## src/hdl/bhpq_ram.sv

```systemverilog
// ----------------------------------------------------------------------------
// bhpq_ram
// Generic simple dual-port RAM, one write port, one registered read port.
// ----------------------------------------------------------------------------
module bhpq_ram #(
    parameter int unsigned WIDTH = 8,
    parameter int unsigned DEPTH = 16,
    localparam int unsigned AW   = (DEPTH > 1) ? $clog2(DEPTH) : 1
) (
    input  logic             i_clk,
    input  logic             i_we,
    input  logic [AW-1:0]    i_waddr,
    input  logic [WIDTH-1:0] i_wdata,
    input  logic [AW-1:0]    i_raddr,
    output logic [WIDTH-1:0] o_rdata
);

    logic [WIDTH-1:0] r_mem [DEPTH];
    logic [WIDTH-1:0] r_rdata;

    always_ff @(posedge i_clk) begin
        if (i_we) begin
            r_mem[i_waddr] <= i_wdata;
        end
        r_rdata <= r_mem[i_raddr];
    end

    assign o_rdata = r_rdata;

endmodule
```

## config.mk

```make
export PLATFORM = sky130hd
export DESIGN_NAME = bhpq_ram
export DESIGN_NICKNAME = d
export VERILOG_FILES = /design/src/hdl/bhpq_ram.sv
export SDC_FILE = /design/constraint.sdc
export NUM_CORES = 1
export LEC_CHECK = 0
export BUFFER_PORTS_ARGS = -buffer_cell sky130_fd_sc_hd__buf_2
export CORE_AREA = 3 3 97 99
export DETAILED_ROUTE_END_ITERATION = 10
export DIE_AREA = 0 0 100 102
export GPL_TIMING_DRIVEN = 1
export HOLD_SLACK_MARGIN = 0.05
export PLACE_DENSITY = 0.77
export SKIP_CTS_REPAIR_TIMING = 1
export SLEW_MARGIN = 20
export SYNTH_ARGS = -nofsm -noshare
export SYNTH_HDL_FRONTEND = slang
export SYNTH_SLANG_ARGS = --single-unit
```

## constraint.sdc

```tcl
create_clock -name i_clk -period 3.9 [get_ports i_clk]
set_clock_uncertainty 0.15 [all_clocks]
set_input_delay 0.585 -clock i_clk [delete_from_list [all_inputs] [get_ports i_clk]]
set_output_delay 0.585 -clock i_clk [all_outputs]
set_load 0.02 [all_outputs]
```

==> reports/summary.md <==
Final number of hold-violating endpoints: 0. Data on the critical path is required at its endpoint by 4.13 ns. The internal portion of the total power is 2.54 mW. The met1 track utilization from global routing came out at 27.9%. TritonCTS built the clock tree.

For this run, global-route usage on met3 was measured as 6.89%. Dividing the detail-routed wire length by the instance count gives 24.7 um. Number of buffers created by CTS: 17. In the layout the commonest cells are sky130_fd_sc_hd__edfxtp_1 (128), sky130_fd_sc_hd__buf_2 (25), sky130_fd_sc_hd__mux4_2 (18).

Counting the fill cells in the layout gives 501. Timing analysis after detailed placement gives a worst setup slack of 1.41 ns. The peak supply drop came out at 0.000373 V.

The number of antenna violations at the first check in global routing is 0. The tools report the combined area of all synthesized cells as 0.00515 mm2. The source-to-sink clock delay at the later pin of the worst-skew pair is 0.51 ns, and the highest clock rate is 0.515 GHz. The number of warnings printed during yosys synthesis is 0, and the worst endpoint data arrival time is 2.18 ns. Setup repair after global routing left no endpoint under its margin. The number of global-route vias before repair is 2483, and the fraction of the mapped netlist area in compound gates is 2.33%.

Headroom to the max-slew limit: 30.5%. The critical path in this run is classified as input pin to flip-flop. Routability-driven placement finished with a final weighted congestion of 0.694. The total track usage was 20.6%; the post-layout minimum cycle time was 1.94 ns. The post-detailed-route via-to-cell ratio is 6.15, and the part of the total power dissipated in combinational logic is 4.7%. In the routed design, unresolved DRC markers number 0.

Post-synthesis instance total: 229. Class of the most critical hold timing path: input pin to flip-flop. The worst setup path is launched from an input pin. In this run the clock root is driven by a sky130_fd_sc_hd__clkbuf_8. The first global-routing pass estimated 14.6 mm of wire. The worst setup path is captured at a flip-flop.

The switching share of power works out to 21.5%. Entering global routing, the biggest net connects 33 pins. In this run the power spent charging and discharging nets is 0.695 mW. Leaving out fill and tap cells, the most frequent cell in the layout is sky130_fd_sc_hd__edfxtp_1. The cell area power density is 548 mW/mm2, and the setup total negative slack is 0 ns. The logs give 0.00590 mm2 for the final design instance area without fill and 0 for the final antenna-violating net count.

Summed over all nets, the half-perimeter wirelength after detailed placement is 5.64 mm. For the met2 usage, the log shows 31.6%. The total overflow left after global routing is 0. Across all layers, the routed design uses 2388 vias. Number of buffers on the longest clock path: 2. Once routing completed, OpenROAD measured the worst setup slack at 1.96 ns.

Area growth from synthesis to layout: 14.7%. The initialized floorplan defines 34 standard-cell rows. The synthesized net count is 247. For this design the top-level I/O count stands at 26.

The tools report the number of pins with negative max-slew slack in the final report as 0. The DRC violation total after the first TritonRoute iteration is 198. Reported max-cap violation count: 0. After floorplanning, the core was sized to cover 0.00864 mm2. The transition at the pin with the smallest max-transition slack was 1.04 ns; the iteration count of the initial detailed-routing pass was 5.

The analysis attributes to cell leakage a power of 1.97 nW. The flow ran to the end, and the final reports show no timing, DRC or antenna violations. After Yosys synthesis, full adders, half adders and majority gates account for 0% of the synthesized area.

For this run, the register share of the synthesized area comes to 77.8%. The critical-path maximum fanout works out to 32. The floorplan step defined a die boundary enclosing 0.0102 mm2.

The fraction of layout cells with a size suffix above 1 works out to 28.6%. The worst path uses 49.8% of the clock period. Sequential cells account for 50.9% of the total power.

The clock transition time at the flip-flop clock pins of the worst setup and hold paths was 0.06 ns; the number of nets in the finished design was 285. Clock tree synthesis found a total of 136 sinks. The mean cell area of the mapped netlist is 22.5 um2. Of the total synthesized cell area, the portion taken by XOR and XNOR cells is 0%. The H-tree was split into 4 levels.

Of the total synthesized cell area, the portion taken by AND, OR, NAND and NOR gates is 3.18%. In this run the tool buffered the top-level ports with 25 buffer cells. The number of antenna diodes in the final layout is 0. For the fraction of power consumed by the clock network, the log shows 44.5%.

Layer carrying the most global-route usage: met2. Measured along the y axis, the die boundary spans 102 um. Setup violations remaining at the end of the flow were counted as 0. The number of register bits inferred by synthesis came out at 136.

Synthesis instantiated 19 different standard cells from the library. For this block, the routed nets add up to 9.59 mm of wire. By area, the combinational part of the netlist is dominated by multiplexers. The multiplexer share of the synthesized area came out at 15.0%. Die span in x: 100 um. The worst register-to-register path has a setup slack of 2.36 ns. The initial utilization of the core area, before any placement, comes to 59.6%. The placed instances occupy a cell area of 0.00536 mm2.
cells in the mapped netlist (all sizes together):
cell / number / share of area (%)
or3b: 1 / 0.17
nor3: 4 / 0.39
edfxtp: 128 / 75
and2: 1 / 0.12
nor2: 13 / 0.95
a22oi: 16 / 2.3
clkdlybuf4s25: 3 / 0.58
nand2: 9 / 0.66
and2b: 1 / 0.15
nand3: 1 / 0.097
nand2b: 2 / 0.24
mux4: 32 / 15
nand3b: 2 / 0.29
nor2b: 1 / 0.12
dfxtp: 8 / 3.1
buf: 7 / 1.1
power groups by stage:
stage | sequential [mW] | clock, mW | combinational (mW)
finish | 1.65 | 1.44 | 0.151
global route | 1.65 | 1.52 | 0.163
CTS | 1.65 | 1.45 | 0.153
detailed placement | 1.68 | 0 | 0.152
global placement | 1.67 | 0 | 0.149
floorplan | 1.68 | 0 | 0.0829
worst max-delay path, stage by stage:
cell	delay (ns)
sky130_fd_sc_hd__buf_2	0.08
sky130_fd_sc_hd__buf_4	0.46
sky130_fd_sc_hd__mux4_1	0.65
sky130_fd_sc_hd__a22oi_1	0.25
sky130_fd_sc_hd__nand2_1	0.11
cell families (layout without fill, tap and decap cells):
logic type	after synthesis	after routing
compound gates	16	16
mux	32	32
flops	136	136
buf+inv	10	61
simple gates	35	35
worst paths after layout:
kind,endpoint,cells past startpoint,from
max reg2reg,o_rdata[1],3,r_mem[9][1]
max,o_rdata[1],5,i_raddr[0]
min reg2reg,o_rdata[0],3,r_mem[5][0]
min,r_mem[13][5],1,i_wdata[5]
stage by stage:
step	hold WS, ns	utilization [%]	total power, mW	instances
floorplan	0.479	-	1.77	229
global placement	0.497	62.0	1.82	356
detailed placement	0.500	62.0	1.83	356
CTS	0.288	68.3	3.25	388
global route	0.299	68.3	3.33	388
finish	0.306	68.3	3.24	388
flip-flops by register name (all words and copies together) (netlist names):
name,count
o_rdata,8
r_mem,128
layout make-up:
type | count | area, um2 | area share [%]
multi-input combinational | 83 | 1060 | 18.0
timing repair buffer | 29 | 155 | 2.63
tap | 108 | 135 | 2.29
clock inverter | 14 | 128 | 2.16
sequential | 136 | 4000 | 67.8
clock buffer | 18 | 418 | 7.08
layer usage:
layer	vias to the layer above	wire length, um
met5	-	0
met4	0	229
met3	18	817
met2	114	4690
met1	1204	3850
li1	1052	-
Note: power is estimated with default switching activity, not from simulation.
